--- src/rtl/sbc_pkg.sv ---
// ----------------------------------------------------------------------------
// sbc_pkg: shared types and constants of the signed binomial coefficient unit
// datapath command codes, datapath status bundle, result status codes
// ----------------------------------------------------------------------------
package sbc_pkg;

  // default datapath width and fixed port width of the payload fields
  localparam int DATA_WIDTH_DEF = 64;
  localparam int IO_WIDTH       = 64;
  localparam int STATUS_WIDTH   = 2;

  // multiplier digit of the multiplier operand, quotient bits per divider cycle
  localparam int MUL_DIGIT = 16;
  localparam int DIV_RADIX = 4;

  localparam logic [STATUS_WIDTH-1:0] ST_OK       = 2'd0;
  localparam logic [STATUS_WIDTH-1:0] ST_OVERFLOW = 2'd2;

  typedef enum logic [3:0] {
    CMD_NONE,
    CMD_LOAD,
    CMD_ARGS,
    CMD_FOLD,
    CMD_SPAN,
    CMD_MUL_START,
    CMD_MUL,
    CMD_OVF,
    CMD_DIV_START,
    CMD_DIV,
    CMD_RESULT
  } cmd_t;

  typedef struct packed {
    logic early_done;
    logic loop_end;
    logic step_last;
    logic prod_ovf;
  } dp_status_t;

endpackage

--- src/rtl/sbc_ctrl.sv ---
// ----------------------------------------------------------------------------
// sbc_ctrl: sequencer of the signed binomial coefficient unit
// walks argument rewrite, fold, and the multiply/divide loop; owns handshakes
// ----------------------------------------------------------------------------
module sbc_ctrl (
  input  logic                clk,
  input  logic                rst_n,
  input  logic                in_valid,
  output logic                in_ready,
  output logic                out_valid,
  input  logic                out_ready,
  input  sbc_pkg::dp_status_t dp_status,
  output sbc_pkg::cmd_t       cmd
);

  typedef enum logic [8:0] {
    S_IDLE   = 9'b000000001,
    S_ARGS   = 9'b000000010,
    S_FOLD   = 9'b000000100,
    S_SPAN   = 9'b000001000,
    S_CHECK  = 9'b000010000,
    S_MUL    = 9'b000100000,
    S_MCHK   = 9'b001000000,
    S_DIV    = 9'b010000000,
    S_FINISH = 9'b100000000
  } state_t;

  state_t state_r, state_nxt;
  logic   out_valid_r, out_valid_nxt;
  logic   result_load;

  // result register is free once its item is taken
  assign result_load = (state_r == S_FINISH) && (!out_valid_r || out_ready);

  always_comb begin
    state_nxt = state_r;
    cmd       = sbc_pkg::CMD_NONE;
    case (state_r)
      S_IDLE: begin
        if (in_valid) begin
          cmd       = sbc_pkg::CMD_LOAD;
          state_nxt = S_ARGS;
        end
      end
      S_ARGS: begin
        cmd       = sbc_pkg::CMD_ARGS;
        state_nxt = dp_status.early_done ? S_FINISH : S_FOLD;
      end
      S_FOLD: begin
        cmd       = sbc_pkg::CMD_FOLD;
        state_nxt = S_SPAN;
      end
      S_SPAN: begin
        cmd       = sbc_pkg::CMD_SPAN;
        state_nxt = S_CHECK;
      end
      S_CHECK: begin
        if (dp_status.loop_end) begin
          state_nxt = S_FINISH;
        end else begin
          cmd       = sbc_pkg::CMD_MUL_START;
          state_nxt = S_MUL;
        end
      end
      S_MUL: begin
        cmd = sbc_pkg::CMD_MUL;
        if (dp_status.step_last) begin
          state_nxt = S_MCHK;
        end
      end
      S_MCHK: begin
        if (dp_status.prod_ovf) begin
          cmd       = sbc_pkg::CMD_OVF;
          state_nxt = S_FINISH;
        end else begin
          cmd       = sbc_pkg::CMD_DIV_START;
          state_nxt = S_DIV;
        end
      end
      S_DIV: begin
        cmd = sbc_pkg::CMD_DIV;
        if (dp_status.step_last) begin
          state_nxt = S_CHECK;
        end
      end
      S_FINISH: begin
        if (result_load) begin
          cmd       = sbc_pkg::CMD_RESULT;
          state_nxt = S_IDLE;
        end
      end
      default: begin
        state_nxt = S_IDLE;
      end
    endcase
  end

  always_comb begin
    out_valid_nxt = out_valid_r;
    if (result_load) begin
      out_valid_nxt = 1'b1;
    end else if (out_ready) begin
      out_valid_nxt = 1'b0;
    end
  end

  always_ff @(posedge clk) begin
    if (!rst_n) begin
      state_r     <= S_IDLE;
      out_valid_r <= 1'b0;
    end else begin
      state_r     <= state_nxt;
      out_valid_r <= out_valid_nxt;
    end
  end

  assign in_ready  = (state_r == S_IDLE);
  assign out_valid = out_valid_r;

endmodule

--- src/rtl/sbc_dp.sv ---
// ----------------------------------------------------------------------------
// sbc_dp: datapath of the signed binomial coefficient unit
// argument rewrite, digit-serial multiplier, radix-16 small-divisor divider
// ----------------------------------------------------------------------------
module sbc_dp #(
  parameter int DATA_WIDTH = sbc_pkg::DATA_WIDTH_DEF
) (
  input  logic                              clk,
  input  sbc_pkg::cmd_t                     cmd,
  input  logic [DATA_WIDTH-1:0]             k_in,
  input  logic [DATA_WIDTH-1:0]             n_in,
  output sbc_pkg::dp_status_t               dp_status,
  output logic signed [DATA_WIDTH-1:0]      res,
  output logic [sbc_pkg::STATUS_WIDTH-1:0]  res_status
);

  localparam int W         = DATA_WIDTH;
  localparam int MD        = sbc_pkg::MUL_DIGIT;
  localparam int MUL_STEPS = (W + MD - 1) / MD;
  localparam int MUL_W     = MUL_STEPS * MD;
  localparam int ACC_W     = W + MUL_W;
  localparam int DR        = sbc_pkg::DIV_RADIX;
  localparam int DIV_STEPS = (W + DR - 1) / DR;
  localparam int DIV_PAD   = DIV_STEPS * DR;
  // the divisor i stays below W whenever a division is reached
  localparam int DIV_W     = $clog2(W) + 1;
  localparam int MAX_STEPS = (DIV_STEPS > MUL_STEPS) ? DIV_STEPS : MUL_STEPS;
  localparam int CNT_W     = $clog2(MAX_STEPS);
  localparam logic [W-1:0] TOP = {1'b0, {(W-1){1'b1}}};

  logic [W-1:0]       a_r, b_r, i_r, z_r;
  logic [MUL_W-1:0]   f_r;
  logic [ACC_W-1:0]   acc_r;
  logic [DIV_PAD-1:0] dq_r;
  logic [DIV_W-1:0]   rem_r;
  logic [CNT_W-1:0]   cnt_r;
  logic               neg_r, ovf_r;
  logic signed [W-1:0] res_r;
  logic [sbc_pkg::STATUS_WIDTH-1:0] res_st_r;

  // argument rewrite
  logic         kneg, nneg, nltk;
  logic [W:0]   refl_sum;
  logic         early_done, early_ovf;
  logic [W-1:0] a_args, b_args;
  logic         neg_args;

  always_comb begin
    kneg       = a_r[W-1];
    nneg       = b_r[W-1];
    nltk       = $signed(b_r) < $signed(a_r);
    refl_sum   = {1'b0, a_r} + {1'b0, ~b_r};
    early_done = 1'b1;
    early_ovf  = 1'b0;
    a_args     = a_r;
    b_args     = b_r;
    neg_args   = 1'b0;
    if (!kneg && !nneg) begin
      early_done = nltk;
    end else if (!kneg && nneg) begin
      // k - n - 1 must fit the positive range
      if (refl_sum[W] || refl_sum[W-1]) begin
        early_ovf = 1'b1;
      end else begin
        early_done = 1'b0;
        b_args     = refl_sum[W-1:0];
        neg_args   = a_r[0];
      end
    end else if (kneg && nneg && !nltk) begin
      early_done = 1'b0;
      a_args     = ~b_r;
      b_args     = ~a_r;
      neg_args   = a_r[0] ^ b_r[0];
    end
  end

  // multiplier: one digit of f per cycle, top digit first
  logic [MD-1:0]    mul_digit;
  logic [W+MD-1:0]  pp;
  logic [ACC_W-1:0] acc_step;

  assign mul_digit = f_r[MUL_W-1 -: MD];
  assign pp        = (W+MD)'(z_r) * (W+MD)'(mul_digit);
  assign acc_step  = (acc_r << MD) + ACC_W'(pp);

  // divider: DR restoring steps per cycle on a narrow remainder
  logic [DIV_W-1:0]   divisor;
  logic [DIV_W:0]     rem_w;
  logic [DIV_W-1:0]   rem_step;
  logic [DIV_PAD-1:0] dq_step;

  assign divisor = i_r[DIV_W-1:0];

  always_comb begin
    rem_w   = {1'b0, rem_r};
    dq_step = dq_r;
    for (int j = 0; j < DR; j++) begin
      rem_w   = {rem_w[DIV_W-1:0], dq_step[DIV_PAD-1]};
      dq_step = dq_step << 1;
      if (rem_w >= {1'b0, divisor}) begin
        rem_w      = rem_w - {1'b0, divisor};
        dq_step[0] = 1'b1;
      end
    end
    rem_step = rem_w[DIV_W-1:0];
  end

  always_ff @(posedge clk) begin
    case (cmd)
      sbc_pkg::CMD_LOAD: begin
        a_r <= k_in;
        b_r <= n_in;
      end
      sbc_pkg::CMD_ARGS: begin
        a_r   <= a_args;
        b_r   <= b_args;
        neg_r <= neg_args;
        ovf_r <= early_ovf;
        z_r   <= '0;
      end
      sbc_pkg::CMD_FOLD: begin
        if (a_r > (b_r >> 1)) begin
          a_r <= b_r - a_r;
        end
      end
      sbc_pkg::CMD_SPAN: begin
        b_r <= b_r - a_r;
        i_r <= W'(1);
        z_r <= W'(1);
      end
      sbc_pkg::CMD_MUL_START: begin
        f_r   <= MUL_W'(i_r + b_r);
        acc_r <= '0;
        cnt_r <= CNT_W'(MUL_STEPS - 1);
      end
      sbc_pkg::CMD_MUL: begin
        acc_r <= acc_step;
        f_r   <= f_r << MD;
        cnt_r <= cnt_r - CNT_W'(1);
      end
      sbc_pkg::CMD_OVF: begin
        ovf_r <= 1'b1;
      end
      sbc_pkg::CMD_DIV_START: begin
        dq_r  <= DIV_PAD'(acc_r[W-1:0]);
        rem_r <= '0;
        cnt_r <= CNT_W'(DIV_STEPS - 1);
      end
      sbc_pkg::CMD_DIV: begin
        dq_r  <= dq_step;
        rem_r <= rem_step;
        cnt_r <= cnt_r - CNT_W'(1);
        if (cnt_r == '0) begin
          z_r <= dq_step[W-1:0];
          i_r <= i_r + W'(1);
        end
      end
      sbc_pkg::CMD_RESULT: begin
        if (ovf_r) begin
          res_r    <= '0;
          res_st_r <= sbc_pkg::ST_OVERFLOW;
        end else begin
          res_r    <= neg_r ? (W'(0) - z_r) : z_r;
          res_st_r <= sbc_pkg::ST_OK;
        end
      end
      default: begin
      end
    endcase
  end

  assign dp_status.early_done = early_done;
  assign dp_status.loop_end   = (i_r > a_r);
  assign dp_status.step_last  = (cnt_r == '0);
  assign dp_status.prod_ovf   = (acc_r > ACC_W'(TOP));

  assign res        = res_r;
  assign res_status = res_st_r;

endmodule

--- src/rtl/signed_binomial_coefficient_unit.sv ---
// ----------------------------------------------------------------------------
// signed_binomial_coefficient_unit: k-choose-n on signed integers
// extended rules for negative arguments, overflow flagged in the status field
// ----------------------------------------------------------------------------
// usage:
//   input item (in_valid/in_ready): in_choose_count = k, in_pool_size = n;
//   the low DATA_WIDTH bits of each are taken as two's complement.
//   result item (out_valid/out_ready): out_coefficient sign-extended to 64
//   bits, out_status 0 ok or 2 overflow (coefficient then 0).
// sequence: the arguments are loaded, rewritten and folded and the span is
//   formed; each loop step is then a check, a multiply pass, an overflow
//   check and a divide pass, then one closing check and the load of the
//   result register. the loop runs min(k, n-k) steps of the rewritten
//   arguments or stops at the first overflowing product, so at most 31 steps
//   at 64 bits, the last one cut short; the arguments alone can settle the
//   result with no loop. the 64x16 multiplier digit and the 4-bit-per-cycle
//   divider set the step length.
// throughput: one item at a time; the sequencer is ready again once the
//   previous one is in the result register, even if not yet delivered.
// a stalled receiver holds the result register; a finished item then waits
//   in the sequencer until the register is free.
// reset: synchronous, active low; the unit comes up empty and ready.
// ----------------------------------------------------------------------------
module signed_binomial_coefficient_unit #(
  parameter int DATA_WIDTH = sbc_pkg::DATA_WIDTH_DEF
) (
  input  logic                                  clk,
  input  logic                                  rst_n,
  input  logic                                  in_valid,
  output logic                                  in_ready,
  input  logic signed [sbc_pkg::IO_WIDTH-1:0]   in_choose_count,
  input  logic signed [sbc_pkg::IO_WIDTH-1:0]   in_pool_size,
  output logic                                  out_valid,
  input  logic                                  out_ready,
  output logic signed [sbc_pkg::IO_WIDTH-1:0]   out_coefficient,
  output logic [sbc_pkg::STATUS_WIDTH-1:0]      out_status
);

  sbc_pkg::cmd_t                    cmd;
  sbc_pkg::dp_status_t              dp_status;
  logic signed [DATA_WIDTH-1:0]     res;
  logic [sbc_pkg::STATUS_WIDTH-1:0] res_status;

  sbc_ctrl u_ctrl (
    .clk       (clk),
    .rst_n     (rst_n),
    .in_valid  (in_valid),
    .in_ready  (in_ready),
    .out_valid (out_valid),
    .out_ready (out_ready),
    .dp_status (dp_status),
    .cmd       (cmd)
  );

  sbc_dp #(
    .DATA_WIDTH (DATA_WIDTH)
  ) u_dp (
    .clk        (clk),
    .cmd        (cmd),
    .k_in       (in_choose_count[DATA_WIDTH-1:0]),
    .n_in       (in_pool_size[DATA_WIDTH-1:0]),
    .dp_status  (dp_status),
    .res        (res),
    .res_status (res_status)
  );

  assign out_coefficient = sbc_pkg::IO_WIDTH'(res);
  assign out_status      = res_status;

  // an accepted item keeps the sequencer busy for at least the next cycle
  a_busy_after_accept: assert property (@(posedge clk) disable iff (!rst_n)
    in_valid && in_ready |=> !in_ready)
    else $error("input accepted again right after an accept");

  // only ok and overflow are ever reported
  a_status_code: assert property (@(posedge clk) disable iff (!rst_n)
    out_valid |-> (out_status == sbc_pkg::ST_OK) || (out_status == sbc_pkg::ST_OVERFLOW))
    else $error("unexpected status code");

  // overflow results carry a zero coefficient
  a_ovf_zero: assert property (@(posedge clk) disable iff (!rst_n)
    out_valid && (out_status == sbc_pkg::ST_OVERFLOW) |-> (out_coefficient == '0))
    else $error("overflow result with nonzero coefficient");

  // a result is loaded only into a free or draining output register
  a_result_load: assert property (@(posedge clk) disable iff (!rst_n)
    (cmd == sbc_pkg::CMD_RESULT) |-> !out_valid || out_ready)
    else $error("result register overwritten before delivery");

endmodule
--- config.mk ---
export PLATFORM = sky130hd
export DESIGN_NAME = signed_binomial_coefficient_unit
export DESIGN_NICKNAME = d
export VERILOG_FILES = /design/src/rtl/sbc_pkg.sv /design/src/rtl/sbc_ctrl.sv /design/src/rtl/sbc_dp.sv /design/src/rtl/signed_binomial_coefficient_unit.sv
export SDC_FILE = /design/constraint.sdc
export NUM_CORES = 2
export LEC_CHECK = 0
export BUFFER_PORTS_ARGS = -buffer_cell sky130_fd_sc_hd__buf_2
export CORE_ASPECT_RATIO = 0.8
export CORE_MARGIN = 1
export CORE_UTILIZATION = 30
export CTS_CLUSTER_SIZE = 40
export DETAILED_ROUTE_END_ITERATION = 12
export HOLD_SLACK_MARGIN = 0.02
export PLACE_DENSITY = 0.51
export SETUP_SLACK_MARGIN = 0.2
export SLEW_MARGIN = 30
export SYNTH_ARGS = -nofsm -noshare
export SYNTH_HDL_FRONTEND = slang
export SYNTH_HIERARCHICAL = 1
export SYNTH_SLANG_ARGS = --single-unit
--- constraint.sdc ---
create_clock -name clk -period 14.26 [get_ports clk]
set_input_delay 1.426 -clock clk [delete_from_list [all_inputs] [get_ports clk]]
set_output_delay 1.426 -clock clk [all_outputs]
set_load 0.005 [all_outputs]
==> run_results.csv <==
group,metric,value,unit
yosys,syn_area,77220,um^2
yosys,synth_most_common_cell,"inv_1",
critical_path,cp.required,14.70,ns
routing,vias,63600,
die,die_area,259500,um^2
critical_path,cp-start-kind,"register",
clock_network,clkTransAtPathRegs,0.07,ns
sta,period_minus_slack,10.11,ns
sta,finClkSkew,0.07636,ns
die,io-pin-count,200,
routing,wire_per_inst,22.71,um
flow_run,drv_cap,0,
grt,first_global_vias,64260,
sta,maxSlewViolCount,0,
placement,hpwlAfterDp,209.6,mm
grt,grt_max_degree,152,
clock_network,cts_sinks,600,
clock_network,htree_num_levels,3,
final_layout,nFillCells,26660,
die,start_util,30.18,%
yosys,synth_edf_count,590,
critical_path,cp_max_fo,11,
routing,viasPerCell,5.303,
clock_network,numCtsBuffers,80,
critical_path,cp_slowest_stage_delay,0.67,ns
sta,max-slew-margin-rel,27.59,%
grt,grtUsageMet1,31.72,%
yosys,async_flop_share,0,%
die,rows,166,
final_layout,fin_cells,11990,
grt,grt_overflow,0,
critical_path,rr_startpoint,"u_dp/i_r[1]",
clock_network,ctsResizeCount,0,
yosys,ys_types,88,
critical_path,critPathKind,"register to register",
routing,firstDrtPassIters,5,
yosys,synth_common_cells,"inv_1 (1164), nand2_1 (1161), fa_1 (936)",
critical_path,crit_start,"u_dp/i_r[1]",
final_layout,area_growth,9.196,%
clock_network,holdBufCountCts,0,
routing,ant_nets,0,
yosys,syn_nets,10210,
yosys,synth_top_cell_area_share,24.26,%
final_layout,area.sequential,17920,um^2
yosys,syn_area_per_cell,8.954,um^2
grt,antenna_found_initial,4,
die,core_area,255900,um^2
pwr,max-vdd-ir-drop,0.09301,mV
clock_network,postCtsSetupRepairBufs,0,
sta,tightest_slew,1.086,ns
final_layout,multi_input_area,53100,um^2
pwr,p_per_area,89.00,nW/um^2
die,chipHeight,455.8,um
yosys,synthTopCellsByArea,"fa_1 (24%), edfxtp_1 (23%), ha_1 (8.4%)",
clock_network,clk_latency,0.74,ns
yosys,syn_inst,8624,
die,die_w,569.2,um
sta,setup_viol,0,
critical_path,critical-path-top-delay-family,"compound AO/OA/AOI/OAI gates",
sta,finalWorstSetupSlack,4.155,ns
outcome,outcome,"finished, final reports clean",
sta,hold_violations,0,
routing,drt_iter0_markers,5968,
grt,grtUsageTotal,20.88,%
pwr,p_leak,37.52,nW
placement,pre_cts_ws,4.147,ns
routing,routed_wl,272.3,mm
sta,period_share,70.86,%
routing,drc_errors,0,
critical_path,crit_slowest_cell,"a21oi_1",
grt,busiest_layer,"met1",
clock_network,cts_root_buf,"clkbuf_16",
grt,grt_util_met2,30.07,%
placement,numPortBuffers,198,
critical_path,crit_arrival,10.54,ns
final_layout,nets,10070,
grt,grt_pass1_wl,413.5,mm
critical_path,worst_setup_path_end_kind,"register",
final_layout,drive_gt1_share,6.188,%
grt,met3_usage,3.459,%
sta,rsz0062_at_grt,"false",
clock_network,clockBufferDepth,3,
yosys,synth-main-ff-cell,"edfxtp_1",
placement,place_inst,11840,
placement,gp_congestion,0.9485,
sta,fin_tns_setup,0,ns
yosys,synth_area_leader_cell,"fa_1",
yosys,synth-seq-area-share,23.20,%
sta,max_freq,98.96,MHz
yosys,synth_warnings,6,
yosys,ys_ff_latch,600,
critical_path,crit_buf_inv,1,
clock_network,cts_tree,"yes",
min_path,hold_path_class,"register to register",
min_path,hold_start,"u_dp/f_r[9]",
registers in the layout, indices dropped and copies added (netlist names):
| register | cells |
|---|---|
| u_dp/res | 64 |
| u_dp/cnt_r | 4 |
| u_dp/ovf_r | 1 |
| u_dp/neg_r | 1 |
| u_dp/b_r | 64 |
| u_dp/dq_r | 64 |
| u_dp/res_status | 1 |
| u_dp/f_r | 64 |
| u_ctrl/out_valid | 1 |
| u_dp/i_r | 64 |
| u_dp/rem_r | 7 |
| u_ctrl/state_r | 9 |
| u_dp/z_r | 64 |
| u_dp/a_r | 64 |
| u_dp/acc_r | 128 |
final cells by class:
type | count | area share [%]
multi-input cells | 6337 | 62.97
clock inverters | 55 | 0.8131
well taps | 3444 | 5.110
clock buffers | 92 | 2.490
inverters | 1164 | 5.181
repair buffers | 301 | 2.187
flip-flops and latches | 600 | 21.25
diodes | 1 | 0.002968
placed cells by master, fill, tap and decap left out, types with 35 or more instances in the layout:
cell | Yosys | layout
and3_1 | 109 | 109
and2_1 | 280 | 280
edfxtp_1 | 590 | 590
nor4_1 | 36 | 35
a211oi_1 | 44 | 44
ha_1 | 518 | 517
o211ai_1 | 41 | 41
nor2b_1 | 43 | 43
o21ai_0 | 318 | 317
xnor2_1 | 170 | 170
o31ai_1 | 66 | 64
buf_2 | 10 | 198
a21o_1 | 278 | 278
o221ai_1 | 61 | 61
nand4_1 | 139 | 139
inv_1 | 1164 | 1164
fa_1 | 936 | 936
nand2_1 | 1161 | 1156
nand3_1 | 110 | 109
buf_4 | 2 | 90
nand2b_1 | 49 | 47
nor3_1 | 96 | 92
o21a_1 | 54 | 54
o21bai_1 | 70 | 70
clkbuf_16 | 0 | 82
xor2_1 | 200 | 200
a221o_1 | 59 | 59
nor2_1 | 579 | 574
a21oi_1 | 500 | 499
or3_1 | 54 | 52
cell families after synthesis:
group                      after synthesis  synth area share [%]
and+or+nand+nor                       2758                 16.62
AOI/OAI and AO/OA                     1728                 14.69
buffers and inverters                 1687                 8.265
adders and majority gates             1454                 32.66
DFF                                    600                 23.20
xor gates and xnor gates               370                 4.196
muxes                                   26                0.3597
other                                    1              0.004856
stage by stage:
stage / instance area, um^2 / total power (W) / util [%] / hold WS (ns)
after floorplan: 77220 / 0.004202 / - / 0.4244
after global placement: 81360 / 0.005239 / 31.79 / 0.5267
after detailed placement: 81420 / 0.005238 / 31.82 / 0.5166
after CTS: 84200 / 0.007495 / 32.91 / 0.5385
after global routing: 84320 / 0.007893 / 32.95 / 0.5699
final: 84320 / 0.007505 / 32.95 / 0.5399
metal layers:
layer / wire length (um) / vias to the layer above
li1: - / 28540
met1: 130400 / 32300
met4: 7955 / 2
met2: 112400 / 2475
met3: 21540 / 281
met5: 13 / -
where the power goes:
part,leakage (nW),total [W],internal [W],switching [W]
logic,30.2,0.00319,0.00110,0.00209
clock network,1.33,0.00220,0.00124,0.000959
registers,5.96,0.00211,0.00200,0.000115
total,37.5,0.00751,0.00434,0.00316
worst min-delay path, cell delays in order (launching register included):
cell and delay (ns):
edfxtp_1 0.33, nand2_1 0.04, o21ai_0 0.06
final timing paths:
check,slack (ns),end,cells past startpoint
max,4.15,u_dp/rem_r[0],34
max reg2reg,4.15,u_dp/rem_r[0],34
min,0.54,u_dp/f_r[25],2
min reg2reg,0.54,u_dp/f_r[25],2
Note: power is estimated with default switching activity, not from simulation.
